--- config.mk ---
export PLATFORM = sky130hd
export DESIGN_NAME = bam_aux_field_walker
export DESIGN_NICKNAME = d
export VERILOG_FILES = /design/src/rtl/baw_pkg.sv /design/src/rtl/baw_in_reg.sv /design/src/rtl/baw_core.sv /design/src/rtl/baw_out_reg.sv /design/src/rtl/bam_aux_field_walker.sv
export VERILOG_INCLUDE_DIRS = /design/src /design/src/rtl
export SDC_FILE = /design/constraint.sdc
export NUM_CORES = 1
export LEC_CHECK = 0
export BUFFER_PORTS_ARGS = -buffer_cell sky130_fd_sc_hd__buf_2
export CORE_MARGIN = 2
export CORE_UTILIZATION = 65
export DETAILED_ROUTE_END_ITERATION = 12
export PLACE_DENSITY_LB_ADDON = 0.1
export SLEW_MARGIN = 25
export SYNTH_ARGS = -nofsm -noshare
export SYNTH_HDL_FRONTEND = slang
export SYNTH_SLANG_ARGS = --single-unit
--- constraint.sdc ---
create_clock -name clk -period 7.4 [get_ports clk]
set_input_delay 0.74 -clock clk [delete_from_list [all_inputs] [get_ports clk]]
set_output_delay 0.74 -clock clk [all_outputs]
set_load 0.01 [all_outputs]
--- src/rtl/bam_aux_field_walker_assert.svh ---
// Assertion macros used by the auxiliary field walker top level.
`ifndef BAM_AUX_FIELD_WALKER_ASSERT_SVH
`define BAM_AUX_FIELD_WALKER_ASSERT_SVH

// Same-cycle implication, sampled on clk, off during reset.
`define BAW_ASSERT_IMP(lbl, ante, cons, msg) \
    lbl: assert property (@(posedge clk) disable iff (!rst_n) (ante) |-> (cons)) \
        else $error(msg);

// Next-cycle implication, sampled on clk, off during reset.
`define BAW_ASSERT_NXT(lbl, ante, cons, msg) \
    lbl: assert property (@(posedge clk) disable iff (!rst_n) (ante) |=> (cons)) \
        else $error(msg);

`endif

--- src/rtl/baw_pkg.sv ---
// Types, codes and helpers for the auxiliary field walker.
package baw_pkg;

    // Type characters
    localparam logic [7:0] CH_A_UPPER = 8'h41;
    localparam logic [7:0] CH_C_LOWER = 8'h63;
    localparam logic [7:0] CH_C_UPPER = 8'h43;
    localparam logic [7:0] CH_S_LOWER = 8'h73;
    localparam logic [7:0] CH_S_UPPER = 8'h53;
    localparam logic [7:0] CH_I_LOWER = 8'h69;
    localparam logic [7:0] CH_I_UPPER = 8'h49;
    localparam logic [7:0] CH_F_LOWER = 8'h66;
    localparam logic [7:0] CH_D_LOWER = 8'h64;
    localparam logic [7:0] CH_Z_UPPER = 8'h5A;
    localparam logic [7:0] CH_H_UPPER = 8'h48;
    localparam logic [7:0] CH_B_UPPER = 8'h42;

    localparam logic [30:0] PAYLOAD_MAX = 31'h7FFF_FFFF;

    typedef enum logic [1:0] {
        ST_OK      = 2'd0,
        ST_UNKNOWN = 2'd1,
        ST_TRUNC   = 2'd2,
        ST_NO_TYPE = 2'd3
    } status_t;

    typedef enum logic [3:0] {
        PH_TAG0    = 4'd0,
        PH_TAG1    = 4'd1,
        PH_TYPE    = 4'd2,
        PH_FIXED   = 4'd3,
        PH_STRING  = 4'd4,
        PH_SUBTYPE = 4'd5,
        PH_COUNT   = 4'd6,
        PH_ARRAY   = 4'd7
    } phase_t;

    // One registered input byte
    typedef struct packed {
        logic [7:0] data_byte;
        logic       last_byte;
    } step_t;

    // One field description
    typedef struct packed {
        logic [15:0] tag_code;
        logic [7:0]  type_code;
        logic [7:0]  array_subtype;
        logic [31:0] element_count;
        logic [30:0] payload_bytes;
        status_t     status;
        logic        record_end;
    } result_t;

    // Payload size of a fixed type, zero for anything else
    function automatic logic [3:0] fixed_size(input logic [7:0] t);
        logic [3:0] sz;
        begin
            sz = 4'd0;
            if (t == CH_A_UPPER || t == CH_C_LOWER || t == CH_C_UPPER) begin
                sz = 4'd1;
            end
            else if (t == CH_S_LOWER || t == CH_S_UPPER) begin
                sz = 4'd2;
            end
            else if (t == CH_I_LOWER || t == CH_I_UPPER || t == CH_F_LOWER) begin
                sz = 4'd4;
            end
            else if (t == CH_D_LOWER) begin
                sz = 4'd8;
            end
            return sz;
        end
    endfunction

endpackage

--- src/rtl/baw_in_reg.sv ---
// Input register stage: holds one byte until the field logic takes it.
module baw_in_reg
    import baw_pkg::*;
(
    input  logic       clk,
    input  logic       rst_n,
    input  logic       in_valid,
    output logic       in_ready,
    input  logic [7:0] data_byte,
    input  logic       last_byte,
    input  logic       take,
    output logic       step_valid,
    output step_t      step
);

    logic  valid_reg;
    logic  valid_next;
    step_t step_reg;

    // Accept when empty or when the held byte leaves this cycle
    assign in_ready   = !valid_reg || take;
    assign valid_next = in_ready ? in_valid : valid_reg;

    always_ff @(posedge clk or negedge rst_n)
    begin
        if (!rst_n)
        begin
            valid_reg <= 1'b0;
        end
        else
        begin
            valid_reg <= valid_next;
        end
    end

    // Load payload on an accepted transaction
    always_ff @(posedge clk)
    begin
        if (in_valid && in_ready)
        begin
            step_reg.data_byte <= data_byte;
            step_reg.last_byte <= last_byte;
        end
    end

    assign step_valid = valid_reg;
    assign step       = step_reg;

endmodule

--- src/rtl/baw_core.sv ---
// Field phase machine: walks tag, type, payload and array header bytes.
module baw_core
    import baw_pkg::*;
(
    input  logic    clk,
    input  logic    rst_n,
    input  logic    go,
    input  step_t   step,
    output logic    emit,
    output result_t result
);

    phase_t      ph_reg,   ph_next,   ph_w;
    logic [15:0] tag_reg,  tag_next,  tag_w;
    logic [7:0]  typ_reg,  typ_next,  typ_w;
    logic [7:0]  sub_reg,  sub_next,  sub_w;
    logic [3:0]  esz_reg,  esz_next,  esz_w;
    logic [31:0] cnt_reg,  cnt_next,  cnt_w;
    logic [1:0]  cidx_reg, cidx_next, cidx_w;
    logic [34:0] rem_reg,  rem_next,  rem_w;
    logic [30:0] pay_reg,  pay_next,  pay_w;
    logic        disc_reg, disc_next;

    logic [7:0]  b;
    logic        last;
    logic [30:0] pay_inc;
    logic [34:0] rem_dec;
    logic [34:0] arr_bytes;
    logic [3:0]  sz;
    status_t     st;

    assign b    = step.data_byte;
    assign last = step.last_byte;

    // Saturating payload count and remaining-bytes decrement
    assign pay_inc = (pay_reg == PAYLOAD_MAX) ? pay_reg : pay_reg + 31'd1;
    assign rem_dec = (rem_reg != 35'd0) ? rem_reg - 35'd1 : rem_reg;

    // Next state and field result
    always_comb
    begin
        ph_w      = ph_reg;
        tag_w     = tag_reg;
        typ_w     = typ_reg;
        sub_w     = sub_reg;
        esz_w     = esz_reg;
        cnt_w     = cnt_reg;
        cidx_w    = cidx_reg;
        rem_w     = rem_reg;
        pay_w     = pay_reg;
        disc_next = disc_reg;
        emit      = 1'b0;
        st        = ST_OK;
        sz        = fixed_size(b);
        arr_bytes = 35'd0;

        if (go && disc_reg)
        begin
            // Drop the rest of the record
            disc_next = !last;
            ph_w   = PH_TAG0;
            tag_w  = '0;
            typ_w  = '0;
            sub_w  = '0;
            esz_w  = '0;
            cnt_w  = '0;
            cidx_w = '0;
            rem_w  = '0;
            pay_w  = '0;
        end
        else if (go)
        begin
            unique case (ph_reg)
                PH_TAG0:
                begin
                    tag_w = {b, 8'h00};
                    if (last) begin emit = 1'b1; st = ST_NO_TYPE; end
                    else ph_w = PH_TAG1;
                end
                PH_TAG1:
                begin
                    tag_w = {tag_reg[15:8], b};
                    if (last) begin emit = 1'b1; st = ST_NO_TYPE; end
                    else ph_w = PH_TYPE;
                end
                PH_TYPE:
                begin
                    typ_w = b;
                    if (b == CH_Z_UPPER || b == CH_H_UPPER)
                    begin
                        if (last) begin emit = 1'b1; st = ST_OK; end
                        else ph_w = PH_STRING;
                    end
                    else if (b == CH_B_UPPER)
                    begin
                        if (last) begin emit = 1'b1; st = ST_TRUNC; end
                        else ph_w = PH_SUBTYPE;
                    end
                    else if (sz == 4'd0)
                    begin
                        emit = 1'b1;
                        st   = ST_UNKNOWN;
                    end
                    else
                    begin
                        rem_w = {31'd0, sz};
                        if (last) begin emit = 1'b1; st = ST_TRUNC; end
                        else ph_w = PH_FIXED;
                    end
                end
                PH_FIXED, PH_ARRAY:
                begin
                    pay_w = pay_inc;
                    rem_w = rem_dec;
                    if (rem_dec == 35'd0) begin emit = 1'b1; st = ST_OK; end
                    else if (last) begin emit = 1'b1; st = ST_TRUNC; end
                end
                PH_STRING:
                begin
                    pay_w = pay_inc;
                    if (b == 8'h00 || last) begin emit = 1'b1; st = ST_OK; end
                end
                PH_SUBTYPE:
                begin
                    pay_w  = pay_inc;
                    sub_w  = b;
                    esz_w  = sz;
                    cnt_w  = '0;
                    cidx_w = '0;
                    if (last) begin emit = 1'b1; st = ST_TRUNC; end
                    else ph_w = PH_COUNT;
                end
                PH_COUNT:
                begin
                    pay_w = pay_inc;
                    // Merge the count byte into its little-endian lane
                    unique case (cidx_reg)
                        2'd0: cnt_w = {cnt_reg[31:8], b};
                        2'd1: cnt_w = {cnt_reg[31:16], b, cnt_reg[7:0]};
                        2'd2: cnt_w = {cnt_reg[31:24], b, cnt_reg[15:0]};
                        default: cnt_w = {b, cnt_reg[23:0]};
                    endcase
                    // Element sizes are powers of two: scale by shifting
                    unique case (esz_reg)
                        4'd1: arr_bytes = {3'd0, cnt_w};
                        4'd2: arr_bytes = {2'd0, cnt_w, 1'b0};
                        4'd4: arr_bytes = {1'd0, cnt_w, 2'd0};
                        4'd8: arr_bytes = {cnt_w, 3'd0};
                        default: arr_bytes = 35'd0;
                    endcase
                    if (cidx_reg == 2'd3)
                    begin
                        rem_w = arr_bytes;
                        if (esz_reg == 4'd0) begin emit = 1'b1; st = ST_UNKNOWN; end
                        else if (arr_bytes == 35'd0) begin emit = 1'b1; st = ST_OK; end
                        else if (last) begin emit = 1'b1; st = ST_TRUNC; end
                        else ph_w = PH_ARRAY;
                    end
                    else
                    begin
                        cidx_w = cidx_reg + 2'd1;
                        if (last) begin emit = 1'b1; st = ST_TRUNC; end
                    end
                end
                default:
                begin
                    ph_w   = PH_TAG0;
                    tag_w  = '0;
                    typ_w  = '0;
                    sub_w  = '0;
                    esz_w  = '0;
                    cnt_w  = '0;
                    cidx_w = '0;
                    rem_w  = '0;
                    pay_w  = '0;
                end
            endcase
        end

        // Describe the closed field
        result.tag_code      = tag_w;
        result.type_code     = typ_w;
        result.array_subtype = sub_w;
        result.element_count = cnt_w;
        result.payload_bytes = pay_w;
        result.status        = st;
        result.record_end    = last;

        if (emit)
        begin
            ph_next   = PH_TAG0;
            tag_next  = '0;
            typ_next  = '0;
            sub_next  = '0;
            esz_next  = '0;
            cnt_next  = '0;
            cidx_next = '0;
            rem_next  = '0;
            pay_next  = '0;
            disc_next = (st == ST_UNKNOWN) && !last;
        end
        else
        begin
            ph_next   = ph_w;
            tag_next  = tag_w;
            typ_next  = typ_w;
            sub_next  = sub_w;
            esz_next  = esz_w;
            cnt_next  = cnt_w;
            cidx_next = cidx_w;
            rem_next  = rem_w;
            pay_next  = pay_w;
        end
    end

    // Field state registers
    always_ff @(posedge clk or negedge rst_n)
    begin
        if (!rst_n)
        begin
            ph_reg   <= PH_TAG0;
            tag_reg  <= '0;
            typ_reg  <= '0;
            sub_reg  <= '0;
            esz_reg  <= '0;
            cnt_reg  <= '0;
            cidx_reg <= '0;
            rem_reg  <= '0;
            pay_reg  <= '0;
            disc_reg <= 1'b0;
        end
        else
        begin
            ph_reg   <= ph_next;
            tag_reg  <= tag_next;
            typ_reg  <= typ_next;
            sub_reg  <= sub_next;
            esz_reg  <= esz_next;
            cnt_reg  <= cnt_next;
            cidx_reg <= cidx_next;
            rem_reg  <= rem_next;
            pay_reg  <= pay_next;
            disc_reg <= disc_next;
        end
    end

endmodule

--- src/rtl/baw_out_reg.sv ---
// Result register: holds one field description until the receiver takes it.
module baw_out_reg
    import baw_pkg::*;
(
    input  logic    clk,
    input  logic    rst_n,
    input  logic    go,
    input  logic    emit,
    input  result_t result,
    output logic    can_load,
    output logic    out_valid,
    input  logic    out_ready,
    output result_t held
);

    logic    valid_reg;
    logic    valid_next;
    result_t res_reg;

    // Free when empty or when the held transaction leaves this cycle
    assign can_load   = !valid_reg || out_ready;
    assign valid_next = can_load ? (go && emit) : valid_reg;

    always_ff @(posedge clk or negedge rst_n)
    begin
        if (!rst_n)
        begin
            valid_reg <= 1'b0;
        end
        else
        begin
            valid_reg <= valid_next;
        end
    end

    // Capture a new result
    always_ff @(posedge clk)
    begin
        if (go && emit)
        begin
            res_reg <= result;
        end
    end

    assign out_valid = valid_reg;
    assign held      = res_reg;

endmodule

--- src/rtl/bam_aux_field_walker.sv ---
// Top level: walks the auxiliary area of a BAM record and reports each field.
// Input channel: one byte of the auxiliary area per transaction (data_byte),
// with last_byte high on the final byte of the record. Output channel: one
// transaction per closed field with tag, type, array subtype and element
// count, payload length (saturating) and a status code; record_end marks a
// result taken on the record's last byte.
// Path: a byte accepted into the input register runs through the phase
// machine once the result register can take its outcome, and that outcome
// is registered in the result register, which drives out_valid.
// Throughput: one byte per cycle while no result is stalled, set by the
// phase machine between the input register and the result register.
// Reset: both registers empty, phase machine waiting for the first tag byte.
// Stall: while a result waits with out_ready low, the phase machine holds;
// one more byte can sit in the input register, then in_ready drops until the
// result is taken.
// After an unknown type on a byte that is not the last, bytes up to and
// including the record's last byte produce no results.
`include "bam_aux_field_walker_assert.svh"

module bam_aux_field_walker
    import baw_pkg::*;
(
    input  logic        clk,
    input  logic        rst_n,
    input  logic        in_valid,
    output logic        in_ready,
    input  logic [7:0]  data_byte,
    input  logic        last_byte,
    output logic        out_valid,
    input  logic        out_ready,
    output logic [15:0] tag_code,
    output logic [7:0]  type_code,
    output logic [7:0]  array_subtype,
    output logic [31:0] element_count,
    output logic [30:0] payload_bytes,
    output logic [1:0]  status,
    output logic        record_end
);

    logic    step_valid;
    step_t   step;
    logic    can_load;
    logic    go;
    logic    emit;
    result_t result;
    result_t held;

    // Advance a byte only when the result register can take its outcome
    assign go = step_valid && can_load;

    baw_in_reg u_in_reg (
        .clk        (clk),
        .rst_n      (rst_n),
        .in_valid   (in_valid),
        .in_ready   (in_ready),
        .data_byte  (data_byte),
        .last_byte  (last_byte),
        .take       (go),
        .step_valid (step_valid),
        .step       (step)
    );

    baw_core u_core (
        .clk    (clk),
        .rst_n  (rst_n),
        .go     (go),
        .step   (step),
        .emit   (emit),
        .result (result)
    );

    baw_out_reg u_out_reg (
        .clk       (clk),
        .rst_n     (rst_n),
        .go        (go),
        .emit      (emit),
        .result    (result),
        .can_load  (can_load),
        .out_valid (out_valid),
        .out_ready (out_ready),
        .held      (held)
    );

    // Unpack the held result onto the output fields
    assign tag_code      = held.tag_code;
    assign type_code     = held.type_code;
    assign array_subtype = held.array_subtype;
    assign element_count = held.element_count;
    assign payload_bytes = held.payload_bytes;
    assign status        = held.status;
    assign record_end    = held.record_end;

    // A record ending before the type byte always closes the record
    `BAW_ASSERT_IMP(a_no_type_ends, out_valid && (status == ST_NO_TYPE), record_end, "no-type status without record end")
    // Truncation only happens at record end
    `BAW_ASSERT_IMP(a_trunc_ends, out_valid && (status == ST_TRUNC), record_end, "truncated status without record end")
    // Only arrays carry an element count
    `BAW_ASSERT_IMP(a_count_array, out_valid && (element_count != 32'd0), type_code == CH_B_UPPER, "element count on a non-array field")
    // Input backpressure comes only from a stalled result
    `BAW_ASSERT_IMP(a_ready_cause, !in_ready, out_valid && !out_ready, "input stalled without output stall")

endmodule

## Word level (Yosys, flattened, before mapping)

Cells that the tools add are included.

- Reductions and logical operators: 42
- Add/subtract/negate cells: 3
- Multiplexer cells: 91
- Eq/ne operators: 47

Operators with widths:

| kind | count |
|---|---|
| $mux 35 | 11 |
| $pmux 35 s4 | 2 |
| $mux 31 | 4 |
| $eq 8x7->1 const B | 12 |
| $mux 32 | 3 |
| $pmux 32 s3 | 1 |
| $mux 4 | 23 |
| $logic_not 35->1 | 2 |
| $pmux 32 s2 | 1 |
| $pmux 31 s2 | 1 |
| $mux 16 | 3 |
| $mux 8 | 6 |
| $pmux 16 s3 | 1 |
| $ne 4x2->1 const B | 10 |
| $reduce_bool 35->1 | 1 |
| $sub 35x1->35 const B | 1 |
| $pmux 8 s2 | 2 |
| $add 31x1->31 const B | 1 |
| $eq 31x31->1 const B | 1 |
| $mux 2 | 15 |
| $pmux 4 s6 | 1 |
| $eq 4x3->1 const B | 5 |
| $reduce_or 7->1 | 2 |
| $mux 1 | 13 |
| 32 further kinds | 61 |

- Bits of input ports: 13
- Output and inout port bits: 100
- Logic and storage cells: 204
- Register bits: 250

## Depth between registers and ports, before layout

- Word-level depth: 16
- Depth in mapped cells: 15
- Depth with buffers taken out: 11

## Hierarchy

From an unflattened synthesis, not the netlist that was laid out.

- Cells, all modules: 1355
- Area, all modules: 13456.7 um2

Modules (own cells, without submodules):

| module | times used | cells an instance | seq. area each (um2) | area an instance (um2) |
|---|---|---|---|---|
| baw_core | 1 | 1238 | 3503.4 | 10131.0 |
| baw_out_reg | 1 | 103 | 2967.8 | 2995.4 |
| baw_in_reg | 1 | 13 | 295.3 | 324.1 |
| bam_aux_field_walker | 1 | 1 | 0.0 | 6.3 |

## Worst setup path before layout

OpenSTA, ideal clock, no wires.

- Kind: register to register
- Start point: register u_core.rem_reg[0]
- End point: register u_out_reg.res_reg, in the netlist u_out_reg.held[0] (enable)
- Clock period less this slack: 4728 ps
- Setup slack: 2672 ps
- Arrival time: 4348 ps
- Cell stages (with the launch flop): 14
- Buffers on the path: 3
- Setup time: 379 ps
- Required time: 7021 ps
- Path through: dfrtp_1 inv_1 ha_1 or4b_4 or4_4 buf_6 a2111oi_0 xnor2_1 o2111ai_1 nor4_4 nand4_4 a311oi_2 buf_4 buf_6

- Longest elaborated chain between the ends: 8
- Elaborated cells between the ends (all ways): 9
- Classes of those cells: add/sub: 1; mux: 5; reduce/logical: 3

RTL lines:

| item | RTL line | source |
|---|---|---|
| from (decl) | baw_core.sv:20 | `logic [34:0] rem_reg, rem_next, rem_w;` |
| from (signal assigned) | baw_core.sv:241 | `rem_reg <= rem_next;` |
| $sub 35x1->35 or $reduce_bool 35->1 (tied branches) | baw_core.sv:37 | `assign rem_dec = (rem_reg != 35'd0) ? rem_reg - 35'd1 : rem_reg;` |
| $mux 35 * | baw_core.sv:37 |  |
| $logic_not 35->1 * | baw_core.sv:115 | `if (rem_dec == 35'd0) begin emit = 1'b1; st = ST_OK; end` |
| $mux 1 * | baw_core.sv:115 |  |
| $pmux 1 s5 * | baw_core.sv:73 | `unique case (ph_reg)` |
| $mux 1 * | baw_core.sv:71 | `else if (go)` |
| $mux 1 * | baw_core.sv:57 | `if (go && disc_reg)` |
| $logic_and 1x1->1 * | baw_out_reg.sv:39 | `if (go && emit)` |
| to (signal assigned) | baw_out_reg.sv:41 | `res_reg <= result;` |
| to (decl) | baw_out_reg.sv:18 | `result_t res_reg;` |

Mark *: on every way between the ends. The rest lies on a longest branch, timed or not.
A chain may end at the register's enable or synchronous reset.

## Worst setup path in the final report

- Start point: register u_core.cidx_reg[1]
- End point: register u_out_reg.res_reg, in the netlist u_out_reg.held[3] (enable)

- Longest elaborated chain between the ends: 14
- Elaborated cells between the ends (all ways): 17
- Classes of those cells: eq/ne: 3; mux: 11; reduce/logical: 3

RTL lines:

| item | RTL line | source |
|---|---|---|
| from (decl) | baw_core.sv:19 | `logic [1:0] cidx_reg, cidx_next, cidx_w;` |
| from (signal assigned) | baw_core.sv:240 | `cidx_reg <= cidx_next;` |
| $eq 2x2->1 (tied with other cells) | baw_core.sv:137 | `unique case (cidx_reg)` |
| $pmux 32 s3 | baw_core.sv:137 |  |
| $pmux 35 s4 | baw_core.sv:144 | `unique case (esz_reg)` |
| $mux 35 | baw_core.sv:73 |  |
| $mux 35 | baw_core.sv:71 |  |
| $mux 35 | baw_core.sv:57 |  |
| $logic_not 35->1 | baw_core.sv:155 | `else if (arr_bytes == 35'd0) begin emit = 1'b1; st = ST_OK; end` |
| $mux 1 | baw_core.sv:155 |  |
| $mux 1 | baw_core.sv:154 | `if (esz_reg == 4'd0) begin emit = 1'b1; st = ST_UNKNOWN; end` |
| $mux 1 * | baw_core.sv:151 | `if (cidx_reg == 2'd3)` |
| $pmux 1 s5 * | baw_core.sv:73 |  |
| $mux 1 * | baw_core.sv:71 |  |
| $mux 1 * | baw_core.sv:57 |  |
| $logic_and 1x1->1 * | baw_out_reg.sv:39 |  |

Mark *: on every way between the ends. The rest lies on a longest branch, timed or not. The select of a mux whose other input is x is not followed.

==> run_results.csv <==
group,metric,value,unit
pwr,clock_power_share,32.5,%
setup_path,worst_path_most_repeated_cell,"buf_4",
global_route,grt_max_degree,82,
pwr,p_sw_share,33.2,%
synthesis,synth_most_common_cell,"dfrtp_1",
sta,setup_viol,0,
setup_path,cp_top_family,"compound AO/OA/AOI/OAI gates",
finish,area_growth,11.7,%
synthesis,ys_types,70,
pwr,p_leak,6.15,nW
global_route,grt_pass1_vias,11700,
placement,portBuffers,112,
global_route,grt_usage,37.1,%
global_route,grt_pass1_wl,64300,um
sta,period_share,77.0,%
sta,setup-tns-final,0,ps
synthesis,synthFlopType,"dfrtp_1",
setup_path,cpPeakStageDelay,860,ps
clock_network,post_cts_buffers,0,
clock_network,root_buffer,"clkbuf_16",
finish,diodes,0,
outcome,outcome,"complete, no violations",
finish,fin_area,15000,sq um
pwr,power.density,255,nW/um^2
pwr,irDropWorstVdd,0.237,mV
placement,gp_routability_congestion,1.02,
drt,avgRoutedWirePerCell,23.1,um
sta,slew_headroom,21.0,%
pwr,p_seq_share,44.3,%
hold_path,min_path_type,"primary input to async pin",
sta,slew_viol_final,0,
floorplan,io_pins,113,
synthesis,synth_top_area_share,26.4,%
sta,worstMarginPinSlew,1150,ps
setup_path,worstPathCellList,"ha_1 > buf_4 > o31ai_1 > a21oi_1 > a2111oi_0 > nand4_1 > or4_1 > or3_1 > a311oi_4 > buf_4",
placement,hpwl,26900,um
clock_network,insertion_delay,540,ps
sta,skew,10.0,ps
setup_path,slowest_stage,"a2111oi_0",
setup_path,cp_num_buf_inv,2,
setup_path,cp_max_fo,37,
pwr,p_sw,1.27,mW
synthesis,syn_area,13500,sq um
synthesis,synth_edf_count,107,
floorplan,die_y,148,um
synthesis,synth-async-reset-ratio,57.0,%
clock_network,numCtsBuffers,24,
finish,largest_reg_flops,98,
placement,place_area,14200,sq um
drt,vias,12300,
floorplan,core_area,20300,sq um
setup_path,path_class,"flip-flop to flip-flop",
floorplan,die_w,148,um
drt,wirelength,40500,um
drt,drtAntennaViolNets,0,
synthesis,synth_top_area_cell,"dfrtp_1",
finish,filler_cell_count,1438,
clock_network,clk_pin_slew,70,ps
drt,drtPass1Iterations,6,
sta,max_clock_freq,175,MHz
pwr,pwr-share-comb,23.1,%
job,drv_cap,0,
setup_path,required,7580,ps
finish,finalNetCount,1487,
synthesis,synth_fp_nets,1427,
clock_network,cts_resized,0,
pwr,power,3.83,mW
floorplan,design.die.area,21900,sq um
floorplan,start_util,66.4,%
clock_network,cts_hold_buf,0,
synthesis,yosys_warnings,0,
setup_path,cp_data_arrival_time,5890,ps
sta,hold_viol_final,0,
synthesis,syn_area_per_cell,9.57,sq um
sta,fin_crit,5700,ps
global_route,grt_overflow,0,
drt,drtIter0Drc,1778,
synthesis,ys_seq_elements,249,
synthesis,synthTopCellsByCount,"142 x dfrtp_1, 140 x nor2_1, 125 x nand2_1",
synthesis,synthCells,1408,
drt,viasPerCell,6.98,
synthesis,yosysSeqAreaShare,50.2,%
clock_network,cts_sinks,249,
setup_path,crit_path_end_kind,"flip-flop",
sta,rsz0062_at_grt,"false",
clock_network,clockBufferDepth,3,
finish,drive_above_1_share,15.1,%
setup_path,crit_path_start_kind,"flip-flop",
clock_network,cts_max_level,1,
global_route,antenna_found_initial,0,
drt,route.detailed.drc,0,
floorplan,rows,52,
synthesis,synthTopCellsByArea,"dfrtp_1 26%, edfxtp_1 24%, a21oi_1 4.2%",
pwr,internal-power,2.56,mW
clock_network,cts_tree,"yes",
## kinds of logic (layout without fill, tap and decap cells)
logic type | count (synthesis) | after routing | synth area share, %
AND/OR/NAND/NOR | 617 | 617 | 23.5
AO/OA/AOI/OAI | 350 | 350 | 18.0
flip-flops | 249 | 249 | 50.2
buffers and inverters | 133 | 211 | 4.19
XOR/XNOR | 42 | 42 | 2.73
multiplexers | 11 | 11 | 0.817
adder cells (fa/ha/maj) | 6 | 6 | 0.557
## final cells by class
class | instances | area (sq um) | area share (%)
Clock buffer | 24 | 601 | 3.99
Timing Repair Buffer | 145 | 827 | 5.50
Multi-Input combinational cell | 1026 | 6220 | 41.4
Sequential cell | 249 | 6770 | 45.0
Tap cell | 270 | 338 | 2.25
Inverter | 22 | 82.6 | 0.549
Clock inverter | 20 | 205 | 1.36
## path summary, 6_finish.rpt
kind / start / endpoint / slack (ps) / depth (start not counted)
max in group asynchronous: rst_n / u_in_reg.step_valid$_DFFE_PN0N_ / 5810 / 2
hold / removal: rst_n / u_core.rem_reg[25]$_DFFE_PN0P_ / 250 / 1
min in group clk: data_byte[5] / u_in_reg.step[6]$_DFFE_PP_ / 380 / 1
setup reg to reg: u_core.cidx_reg[1]$_DFFE_PN0P_ / u_out_reg.held[3]$_DFFE_PP_ / 1700 / 10
setup / recovery: u_core.cidx_reg[1]$_DFFE_PN0P_ / u_out_reg.held[3]$_DFFE_PP_ / 1700 / 10
hold reg to reg: u_core.pay_reg[30]$_DFF_PN0_ / u_core.pay_reg[30]$_DFF_PN0_ / 510 / 2
## worst reg2reg max path, stage by stage, from the launching register on
cell,delay [ps]
dfrtp_1,430
ha_1,510
buf_4,340
o31ai_1,560
a21oi_1,150
a2111oi_0,860
nand4_1,180
or4_1,640
or3_1,490
a311oi_4,670
buf_4,520
## metrics by stage
stage	setup WS, ps	util, %	cells	hold slack (ps)
6_report	1700	74.1	1756	254
5_1_grt	1440	74.1	1756	315
4_1_cts	1850	74.0	1756	293
3_5_place_dp	1900	70.1	1712	494
3_3_place_gp	1970	70.0	1712	491
2_1_floorplan	2670	-	1408	444
## metal layers
metal | share of wire (%) | track usage [%]
met5 | 0 | 0
met4 | 4.3 | 15.3
met3 | 11 | 6.54
met2 | 46 | 56.4
met1 | 40 | 53.2
## power by group through the flow
stage / sequential (mW) / combinational (mW) / clock (mW)
2_1_floorplan: 1.73 / 0.572 / 0
5_1_grt: 1.71 / 0.964 / 1.31
3_3_place_gp: 1.72 / 0.852 / 0
3_5_place_dp: 1.72 / 0.862 / 0
6_report: 1.70 / 0.887 / 1.25
4_1_cts: 1.70 / 0.871 / 1.25
## cells in the final DEF, fill, tap and decap left out, types with 32 or more instances in the layout
cell      synthesis  final
dfrtp_1         142    142
nor2_1          140    138
nand2_1         125    124
a21oi_1         114    114
buf_2            13    111
edfxtp_1        107    107
nor3_1           93     92
nand3_1          50     50
nor2b_1          37     37
a22oi_1          35     35
o31ai_1          34     33
buf_4             3     32
Power figures use the tool's default switching activity.
